<file path="src/sv/ssr_pkg.sv">
// Shared constants, codes and types of the substring replace block.
package ssr_pkg;

    // Capacity of each byte store and the widths that follow from it.
    localparam int MAX_LEN = 128;
    localparam int ADDR_W  = $clog2(MAX_LEN);
    localparam int LEN_W   = $clog2(MAX_LEN + 1);

    // Stream widths.
    localparam int IN_DATA_W  = 16;
    localparam int IN_USER_W  = 3;
    localparam int OUT_DATA_W = 24;

    // Command codes carried in the input tuser field.
    typedef enum logic [2:0] {
        CMD_APPEND_WORD = 3'd0,
        CMD_APPEND_PAT  = 3'd1,
        CMD_APPEND_REP  = 3'd2,
        CMD_CLEAR_PR    = 3'd3,
        CMD_CLEAR_WORD  = 3'd4,
        CMD_RUN         = 3'd5,
        CMD_READ        = 3'd6,
        CMD_NOP         = 3'd7
    } t_cmd;

    // Result status codes.
    typedef enum logic [1:0] {
        ST_OK       = 2'd0,
        ST_OVERFLOW = 2'd1,
        ST_FULL     = 2'd2
    } t_status;

    // One request to a byte store: a write port and a read address.
    typedef struct packed {
        logic              we;
        logic [ADDR_W-1:0] waddr;
        logic [7:0]        wdata;
        logic [ADDR_W-1:0] raddr;
    } t_ram_req;

endpackage

</file>
<file path="src/sv/ssr_ram.sv">
// Generic simple dual-port RAM with one write port and a registered read port.
module ssr_ram #(
    parameter int WIDTH = 8,
    parameter int DEPTH = 128
) (
    input  logic                     i_clk,
    input  logic                     i_we,
    input  logic [$clog2(DEPTH)-1:0] i_waddr,
    input  logic [WIDTH-1:0]         i_wdata,
    input  logic [$clog2(DEPTH)-1:0] i_raddr,
    output logic [WIDTH-1:0]         o_rdata
);

    logic [WIDTH-1:0] r_mem [DEPTH];
    logic [WIDTH-1:0] r_rdata;

    // Write and registered read.
    always_ff @(posedge i_clk) begin
        if (i_we) begin
            r_mem[i_waddr] <= i_wdata;
        end
        r_rdata <= r_mem[i_raddr];
    end

    assign o_rdata = r_rdata;

endmodule

</file>
<file path="src/sv/ssr_ctrl.sv">
// Command sequencer: loads, reads and the find-and-replace walk over the stores.
module ssr_ctrl (
    input  logic                            i_clk,
    input  logic                            i_rst_n,
    input  logic                            i_s_axis_tvalid,
    output logic                            o_s_axis_tready,
    input  logic [ssr_pkg::IN_DATA_W-1:0]   i_s_axis_tdata,
    input  logic [ssr_pkg::IN_USER_W-1:0]   i_s_axis_tuser,
    output logic                            o_m_axis_tvalid,
    input  logic                            i_m_axis_tready,
    output logic [ssr_pkg::OUT_DATA_W-1:0]  o_m_axis_tdata,
    output ssr_pkg::t_ram_req               o_word_req,
    output ssr_pkg::t_ram_req               o_pat_req,
    output ssr_pkg::t_ram_req               o_rep_req,
    input  logic [7:0]                      i_word_rdata,
    input  logic [7:0]                      i_pat_rdata,
    input  logic [7:0]                      i_rep_rdata
);
    import ssr_pkg::*;

    typedef enum logic [3:0] {
        S_IDLE,
        S_RD_WAIT,
        S_FIND_RD,
        S_FIND_CHK,
        S_MOVE_RD,
        S_MOVE_WR,
        S_REP_RD,
        S_REP_WR,
        S_NEXT
    } t_state;

    t_state           r_state, n_state;
    logic [LEN_W-1:0] r_wlen, n_wlen;
    logic [LEN_W-1:0] r_plen, n_plen;
    logic [LEN_W-1:0] r_rlen, n_rlen;
    logic [LEN_W-1:0] r_i, n_i;
    logic [LEN_W-1:0] r_j, n_j;
    logic [LEN_W-1:0] r_k, n_k;
    logic [LEN_W-1:0] r_cnt, n_cnt;
    logic [LEN_W-1:0] r_pos, n_pos;
    logic             r_rd_ok, n_rd_ok;
    logic             r_out_valid, n_out_valid;
    t_status          r_status, n_status;
    logic [7:0]       r_rbyte, n_rbyte;

    t_cmd             cmd;
    logic [7:0]       in_byte;
    logic [6:0]       in_idx;
    logic             accept;
    logic             move_up;
    logic [LEN_W-1:0] tail;

    assign cmd     = t_cmd'(i_s_axis_tuser);
    assign in_byte = i_s_axis_tdata[7:0];
    assign in_idx  = i_s_axis_tdata[14:8];

    // A new command enters only when idle and the result slot frees up.
    assign o_s_axis_tready = (r_state == S_IDLE) && (!r_out_valid || i_m_axis_tready);
    assign accept          = i_s_axis_tvalid && o_s_axis_tready;

    assign move_up = r_rlen > r_plen;
    assign tail    = r_wlen - r_i - r_plen;

    // Result transaction: status, length after the command and read byte.
    assign o_m_axis_tvalid = r_out_valid;
    assign o_m_axis_tdata  = {6'd0, r_rbyte, 8'(r_wlen), r_status};

    // Next-state logic for the whole sequencer.
    always_comb begin
        n_state     = r_state;
        n_wlen      = r_wlen;
        n_plen      = r_plen;
        n_rlen      = r_rlen;
        n_i         = r_i;
        n_j         = r_j;
        n_k         = r_k;
        n_cnt       = r_cnt;
        n_pos       = r_pos;
        n_rd_ok     = r_rd_ok;
        n_out_valid = r_out_valid && !i_m_axis_tready;
        n_status    = r_status;
        n_rbyte     = r_rbyte;
        o_word_req  = '0;
        o_pat_req   = '0;
        o_rep_req   = '0;

        case (r_state)
            S_IDLE: begin
                // Reads are always issued at the index so the data is ready next cycle.
                o_word_req.raddr = ADDR_W'(in_idx);
                if (accept) begin
                    n_status = ST_OK;
                    n_rbyte  = 8'd0;
                    case (cmd)
                        CMD_APPEND_WORD: begin
                            n_out_valid = 1'b1;
                            if (r_wlen >= LEN_W'(MAX_LEN)) begin
                                n_status = ST_FULL;
                            end else begin
                                o_word_req.we    = 1'b1;
                                o_word_req.waddr = ADDR_W'(r_wlen);
                                o_word_req.wdata = in_byte;
                                n_wlen           = r_wlen + 1'b1;
                            end
                        end
                        CMD_APPEND_PAT: begin
                            n_out_valid = 1'b1;
                            if (r_plen >= LEN_W'(MAX_LEN)) begin
                                n_status = ST_FULL;
                            end else begin
                                o_pat_req.we    = 1'b1;
                                o_pat_req.waddr = ADDR_W'(r_plen);
                                o_pat_req.wdata = in_byte;
                                n_plen          = r_plen + 1'b1;
                            end
                        end
                        CMD_APPEND_REP: begin
                            n_out_valid = 1'b1;
                            if (r_rlen >= LEN_W'(MAX_LEN)) begin
                                n_status = ST_FULL;
                            end else begin
                                o_rep_req.we    = 1'b1;
                                o_rep_req.waddr = ADDR_W'(r_rlen);
                                o_rep_req.wdata = in_byte;
                                n_rlen          = r_rlen + 1'b1;
                            end
                        end
                        CMD_CLEAR_PR: begin
                            n_out_valid = 1'b1;
                            n_plen      = '0;
                            n_rlen      = '0;
                        end
                        CMD_CLEAR_WORD: begin
                            n_out_valid = 1'b1;
                            n_wlen      = '0;
                        end
                        CMD_RUN: begin
                            if (r_plen == '0) begin
                                n_out_valid = 1'b1;
                            end else begin
                                n_i     = '0;
                                n_j     = '0;
                                n_state = S_FIND_RD;
                            end
                        end
                        CMD_READ: begin
                            n_rd_ok = {{LEN_W{1'b0}}, in_idx} < {7'd0, r_wlen};
                            n_state = S_RD_WAIT;
                        end
                        default: begin
                            n_out_valid = 1'b1;
                        end
                    endcase
                end
            end
            S_RD_WAIT: begin
                n_out_valid = 1'b1;
                n_rbyte     = r_rd_ok ? i_word_rdata : 8'd0;
                n_state     = S_IDLE;
            end
            S_FIND_RD: begin
                // Stop once the pattern no longer fits behind the search position.
                if (({1'b0, r_i} + {1'b0, r_plen}) > {1'b0, r_wlen}) begin
                    n_out_valid = 1'b1;
                    n_status    = ST_OK;
                    n_state     = S_IDLE;
                end else begin
                    o_word_req.raddr = ADDR_W'(r_i + r_j);
                    o_pat_req.raddr  = ADDR_W'(r_j);
                    n_state          = S_FIND_CHK;
                end
            end
            S_FIND_CHK: begin
                if (i_word_rdata != i_pat_rdata) begin
                    n_i     = r_i + 1'b1;
                    n_j     = '0;
                    n_state = S_FIND_RD;
                end else if (r_j + 1'b1 != r_plen) begin
                    n_j     = r_j + 1'b1;
                    n_state = S_FIND_RD;
                end else if (({2'b00, r_wlen} + {2'b00, r_rlen}) >
                             ((LEN_W+2)'(MAX_LEN) + {2'b00, r_plen})) begin
                    // The replacement would not fit: keep the word as it is.
                    n_out_valid = 1'b1;
                    n_status    = ST_OVERFLOW;
                    n_state     = S_IDLE;
                end else begin
                    n_pos = r_i;
                    if (tail != '0 && r_rlen != r_plen) begin
                        n_cnt   = tail;
                        n_k     = move_up ? tail - 1'b1 : '0;
                        n_state = S_MOVE_RD;
                    end else begin
                        n_k     = '0;
                        n_state = (r_rlen != '0) ? S_REP_RD : S_NEXT;
                    end
                end
            end
            S_MOVE_RD: begin
                o_word_req.raddr = ADDR_W'(r_pos + r_plen + r_k);
                n_state          = S_MOVE_WR;
            end
            S_MOVE_WR: begin
                // Tail moves from the top when growing, from the bottom when shrinking.
                o_word_req.we    = 1'b1;
                o_word_req.waddr = ADDR_W'(r_pos + r_rlen + r_k);
                o_word_req.wdata = i_word_rdata;
                n_cnt            = r_cnt - 1'b1;
                if (r_cnt == LEN_W'(1)) begin
                    n_k     = '0;
                    n_state = (r_rlen != '0) ? S_REP_RD : S_NEXT;
                end else begin
                    n_k     = move_up ? r_k - 1'b1 : r_k + 1'b1;
                    n_state = S_MOVE_RD;
                end
            end
            S_REP_RD: begin
                o_rep_req.raddr = ADDR_W'(r_k);
                n_state         = S_REP_WR;
            end
            S_REP_WR: begin
                o_word_req.we    = 1'b1;
                o_word_req.waddr = ADDR_W'(r_pos + r_k);
                o_word_req.wdata = i_rep_rdata;
                n_k              = r_k + 1'b1;
                n_state          = (r_k + 1'b1 == r_rlen) ? S_NEXT : S_REP_RD;
            end
            S_NEXT: begin
                // Commit the new length and resume just past the inserted text.
                n_wlen  = r_wlen + r_rlen - r_plen;
                n_i     = r_pos + r_rlen;
                n_j     = '0;
                n_state = S_FIND_RD;
            end
            default: begin
                n_state = S_IDLE;
            end
        endcase
    end

    // State, lengths, counters and the result register.
    always_ff @(posedge i_clk) begin
        if (!i_rst_n) begin
            r_state     <= S_IDLE;
            r_wlen      <= '0;
            r_plen      <= '0;
            r_rlen      <= '0;
            r_out_valid <= 1'b0;
        end else begin
            r_state     <= n_state;
            r_wlen      <= n_wlen;
            r_plen      <= n_plen;
            r_rlen      <= n_rlen;
            r_out_valid <= n_out_valid;
        end
        r_i      <= n_i;
        r_j      <= n_j;
        r_k      <= n_k;
        r_cnt    <= n_cnt;
        r_pos    <= n_pos;
        r_rd_ok  <= n_rd_ok;
        r_status <= n_status;
        r_rbyte  <= n_rbyte;
    end

endmodule

</file>
<file path="src/sv/substring_replace_all.sv">
// Loads, clears and unused codes answer in the cycle after the transaction; reads pass
// S_RD_WAIT first. A run uses a read state and a check or write state per compared, moved
// tail or inserted replacement byte, plus S_NEXT per replacement, all via one word RAM port
// pair. Loads and clears go one per cycle while results are taken; the rest one at a time.
// Reset clears the three lengths and the result slot; store contents stay undefined.
module substring_replace_all (
    input  logic                            i_clk,
    input  logic                            i_rst_n,
    input  logic                            i_s_axis_tvalid,
    output logic                            o_s_axis_tready,
    // [7:0] byte_value, [14:8] read_index, [15] zero
    input  logic [ssr_pkg::IN_DATA_W-1:0]   i_s_axis_tdata,
    // [2:0] command
    input  logic [ssr_pkg::IN_USER_W-1:0]   i_s_axis_tuser,
    output logic                            o_m_axis_tvalid,
    input  logic                            i_m_axis_tready,
    // [1:0] status, [9:2] word_length_out, [17:10] read_byte, [23:18] zero
    output logic [ssr_pkg::OUT_DATA_W-1:0]  o_m_axis_tdata
);
    import ssr_pkg::*;

    t_ram_req   word_req, pat_req, rep_req;
    logic [7:0] word_rdata, pat_rdata, rep_rdata;
    logic       s_accept;

    assign s_accept = i_s_axis_tvalid && o_s_axis_tready;

    // Sequencer.
    ssr_ctrl u_ctrl (
        .i_clk           (i_clk),
        .i_rst_n         (i_rst_n),
        .i_s_axis_tvalid (i_s_axis_tvalid),
        .o_s_axis_tready (o_s_axis_tready),
        .i_s_axis_tdata  (i_s_axis_tdata),
        .i_s_axis_tuser  (i_s_axis_tuser),
        .o_m_axis_tvalid (o_m_axis_tvalid),
        .i_m_axis_tready (i_m_axis_tready),
        .o_m_axis_tdata  (o_m_axis_tdata),
        .o_word_req      (word_req),
        .o_pat_req       (pat_req),
        .o_rep_req       (rep_req),
        .i_word_rdata    (word_rdata),
        .i_pat_rdata     (pat_rdata),
        .i_rep_rdata     (rep_rdata)
    );

    // Word buffer.
    ssr_ram #(.WIDTH(8), .DEPTH(MAX_LEN)) u_word_ram (
        .i_clk   (i_clk),
        .i_we    (word_req.we),
        .i_waddr (word_req.waddr),
        .i_wdata (word_req.wdata),
        .i_raddr (word_req.raddr),
        .o_rdata (word_rdata)
    );

    // Search pattern.
    ssr_ram #(.WIDTH(8), .DEPTH(MAX_LEN)) u_pat_ram (
        .i_clk   (i_clk),
        .i_we    (pat_req.we),
        .i_waddr (pat_req.waddr),
        .i_wdata (pat_req.wdata),
        .i_raddr (pat_req.raddr),
        .o_rdata (pat_rdata)
    );

    // Replacement text.
    ssr_ram #(.WIDTH(8), .DEPTH(MAX_LEN)) u_rep_ram (
        .i_clk   (i_clk),
        .i_we    (rep_req.we),
        .i_waddr (rep_req.waddr),
        .i_wdata (rep_req.wdata),
        .i_raddr (rep_req.raddr),
        .o_rdata (rep_rdata)
    );

    // A read keeps the input closed while its RAM data is fetched.
    a_read_blocks: assert property (@(posedge i_clk) disable iff (!i_rst_n)
        s_accept && i_s_axis_tuser == CMD_READ |=> !o_s_axis_tready)
        else $error("input accepted while a read is pending");

    // A read answers once S_RD_WAIT has registered its byte.
    a_read_latency: assert property (@(posedge i_clk) disable iff (!i_rst_n)
        s_accept && i_s_axis_tuser == CMD_READ |=> ##1 o_m_axis_tvalid)
        else $error("read result missing");

    // A word append answers in the next cycle.
    a_append_latency: assert property (@(posedge i_clk) disable iff (!i_rst_n)
        s_accept && i_s_axis_tuser == CMD_APPEND_WORD |=> o_m_axis_tvalid)
        else $error("append result missing");

    // The reported word length never exceeds the buffer capacity.
    a_len_bound: assert property (@(posedge i_clk) disable iff (!i_rst_n)
        o_m_axis_tvalid |-> o_m_axis_tdata[9:2] <= 8'(MAX_LEN))
        else $error("word length beyond capacity");

endmodule

</file>
<file path="config.mk">
export PLATFORM = sky130hd
export DESIGN_NAME = substring_replace_all
export DESIGN_NICKNAME = d
export VERILOG_FILES = /design/src/sv/ssr_pkg.sv /design/src/sv/ssr_ram.sv /design/src/sv/ssr_ctrl.sv /design/src/sv/substring_replace_all.sv
export SDC_FILE = /design/constraint.sdc
export NUM_CORES = 2
export LEC_CHECK = 0
export ABC_AREA = 1
export BUFFER_PORTS_ARGS = -buffer_cell sky130_fd_sc_hd__buf_2
export CAP_MARGIN = 20
export CORE_ASPECT_RATIO = 0.5
export CORE_MARGIN = 2
export CORE_UTILIZATION = 40
export CTS_CLUSTER_DIAMETER = 60
export DETAILED_ROUTE_END_ITERATION = 16
export PLACE_DENSITY = 0.58
export SETUP_SLACK_MARGIN = 0.2
export SLEW_MARGIN = 20
export SYNTH_ARGS = -nofsm -noshare
export SYNTH_HDL_FRONTEND = slang
export SYNTH_SLANG_ARGS = --single-unit
</file>
<file path="constraint.sdc">
create_clock -name i_clk -period 14.7 [get_ports i_clk]
set_input_delay 2.205 -clock i_clk [delete_from_list [all_inputs] [get_ports i_clk]]
set_output_delay 2.205 -clock i_clk [all_outputs]
set_load 0.02 [all_outputs]
</file>
==> flow_metrics.tcl <==
set metrics [dict create \
    drive_gt1_frac 0.0788 \
    drt-total-wl_mm 376 \
    synthToLayoutAreaGrowth_pct 10.2 \
    leakage_uw 0.0557 \
    ys_types 66 \
    worstSetupStartpointType "register" \
    core-area_mm2 0.347 \
    cpMostUsedCell "nand2_1" \
    cts_max_level 5 \
    cap_violations 0 \
    dr_total_vias 90900 \
    holdWs_ns 0.527 \
    cts.sinks 3176 \
    max_stage_delay_ns 0.83 \
    skew_ns 0.0760 \
    p_switching_uw 4010 \
    worst-slew-pin-transition_ns 1.11 \
    path_max_fanout 99 \
    antenna_cells 0 \
    pre_cts_slack_ns 6.44 \
    grt_max_degree 218 \
    cts_tree "built" \
    start_util 0.401 \
    final_nets 12100 \
    yosysWarnings 0 \
    syn_avg_cell_area_um2 11.4 \
    synth.most_common_cell "edfxtp_1" \
    die_h_um 421 \
    irDropWorstVdd_mv 0.0979 \
    grt.overflow.total 0 \
    routed_via_density 5.39 \
    worstPathArrival_ns 8.70 \
    hold_buffers 0 \
    cts.repair.resized 0 \
    die-width_um 838 \
    seq_power_share 0.537 \
    synth-seq-area-share 0.682 \
    io_buffers 41 \
    setup_violations 0 \
    clockBufferDepth 4 \
    synth_area_leader_cell "edfxtp_1" \
    die-area_mm2 0.353 \
    drc 0 \
    root_buffer "clkbuf_16" \
    p_per_area_mw_per_mm2 120 \
    hold_viol 0 \
    path_class "reg -> reg" \
    num_rows 153 \
    grt_setup_unrepaired "false" \
    swShare 0.218 \
    critPathCaptureType "register" \
    ys_ff_latch 3176 \
    clkTransAtPathRegs_ns 0.07 \
    slowest_stage "buf_4" \
    clock_latency_ns 0.90 \
    hpwl_mm 211 \
    grt_pass1_wl_mm 559 \
    wl_per_cell_um 22.3 \
    status "finished, final reports clean" \
    fin_tns_setup_ns 0 \
    fmax_mhz 126 \
    worst_slack_ns 6.77 \
    first_iter_violations 9856 \
    track_usage 0.206 \
    cp_data_required_time_ns 15.47 \
    grt_pass1_vias 85700 \
    relSlewSlack 0.244 \
    p_comb_frac 0.037 \
    synth_edf_count 3123 \
    syn_area_mm2 0.139 \
    synthTopCellsByArea "edfxtp_1 67%, nand3_1 6.6%, nand2_1 4.1%" \
    p_int_uw 14400 \
    clkPwrFrac 0.426 \
    synth_top_area_share 0.674 \
    antenna_found_initial 2 \
    synth_ff_type "edfxtp_1" \
    maxSlewViolCount 0 \
    synth_commonest_cells "3123 x edfxtp_1, 1821 x nand3_1, 1509 x nand2_1" \
    cts_buffers 302 \
    fin_crit_sh 0.540 \
    gp_congestion 0.893 \
    hold_class "reg -> reg" \
    syn_inst 12200 \
    num_io_pins 49 \
    asyncSetResetFlopFracSynth 0 \
    cts_setup_buffers 0 \
    detail-route-antenna-nets 0 \
    period_needed_ns 7.93 \
    drt_pre_antenna_iters 6 \
]
==> cells by family after synthesis <==
kind of cell | synth area share
fa+ha+maj | 0.0135
buf+inv | 0.0590
compound gates | 0.0686
flops | 0.682
other cells | 0.0000270
xor+xnor | 0.00548
simple gates | 0.171
==> per-layer routing <==
metal | part of all wire | track usage | vias to the layer above
li1 | - | - | 42300
met1 | 0.45 | 0.302 | 44500
met2 | 0.45 | 0.319 | 3367
met3 | 0.075 | 0.0313 | 659
met4 | 0.030 | 0.0604 | 0
met5 | 0 | 0 | -
==> final timing paths <==
check / from / to / slack (ns) / cells after the start
hold / removal: u_ctrl.r_i[7] / u_ctrl.r_pos[7] / 0.53 / 0
setup reg to reg: u_ctrl.r_plen[2] / u_word_ram.o_rdata[5] / 6.77 / 28
hold reg to reg: u_ctrl.r_i[7] / u_ctrl.r_pos[7] / 0.53 / 0
setup / recovery: u_ctrl.r_plen[2] / u_word_ram.o_rdata[5] / 6.77 / 28
==> layout by cell type, fill, tap and decap left out, drive strengths merged, types with 33 or more instances in the layout <==
master / netlist / layout
nand3: 1822 / 1822
or2: 263 / 263
nand4: 33 / 33
dfxtp: 53 / 53
inv: 1319 / 1331
ha: 108 / 108
o21bai: 147 / 147
xor2: 61 / 61
buf: 377 / 209
clkbuf: 374 / 367
clkinv: 6 / 125
nor2: 1138 / 1138
o21ai: 860 / 860
o211ai: 205 / 205
edfxtp: 3123 / 3123
nand2: 1519 / 1519
o311ai: 116 / 116
nand3b: 338 / 338
a21oi: 178 / 178
==> worst max-delay path, delay by kind of cell, from the launching register on <==
kind	cells	cell delay, ns
compound gates	3	0.41
fa+ha+maj	2	0.82
flops	1	0.77
xor+xnor	1	0.15
simple gates	17	2.49
buf+inv	5	2.87
==> area by class of cell <==
class,instances,area [µm²]
fill,31800,194000
sequential,3176,94800
multi-input combinational,6974,36400
clock buffer,367,7990
tap,4650,5820
inverter,1325,5020
timing repair buffer,209,1590
clock inverter,165,1570
==> state kept, by name, summed over array words and instances, names as in the netlist, 4 cells and up <==
register	flops
u_ctrl.r_i	8
u_ctrl.r_pos	8
u_ctrl.r_k	8
u_pat_ram.o_rdata	8
u_rep_ram.o_rdata	8
u_ctrl.r_wlen	8
u_ctrl.r_rlen	8
u_word_ram.o_rdata	8
u_ctrl.r_j	8
u_word_ram.r_mem	1024
u_pat_ram.r_mem	1024
u_ctrl.r_plen	8
u_ctrl.r_state	4
u_rep_ram.r_mem	1024
u_ctrl.r_rbyte	8
u_ctrl.r_cnt	8
==> power groups by stage <==
stage / clock network, µW / logic, µW / registers (µW)
after global routing: 8280 / 728 / 9860
after floorplan: 0 / 412 / 10100
after global placement: 0 / 662 / 10100
after CTS: 7930 / 669 / 9870
final: 7820 / 672 / 9870
after detailed placement: 0 / 667 / 10100
==> per-stage QoR <==
| step | total power [µW] | utilization | std cells | area (µm²) |
|---|---|---|---|---|
| finish | 18400 | 0.442 | 16900 | 153000 |
| global route | 18900 | 0.442 | 16900 | 153000 |
| CTS | 18500 | 0.442 | 16900 | 153000 |
| detailed placement | 10700 | 0.414 | 16300 | 144000 |
| global placement | 10700 | 0.414 | 16300 | 144000 |
| floorplan | 10500 | - | 12200 | 139000 |
No activity file was read; power rests on OpenSTA's default activity.
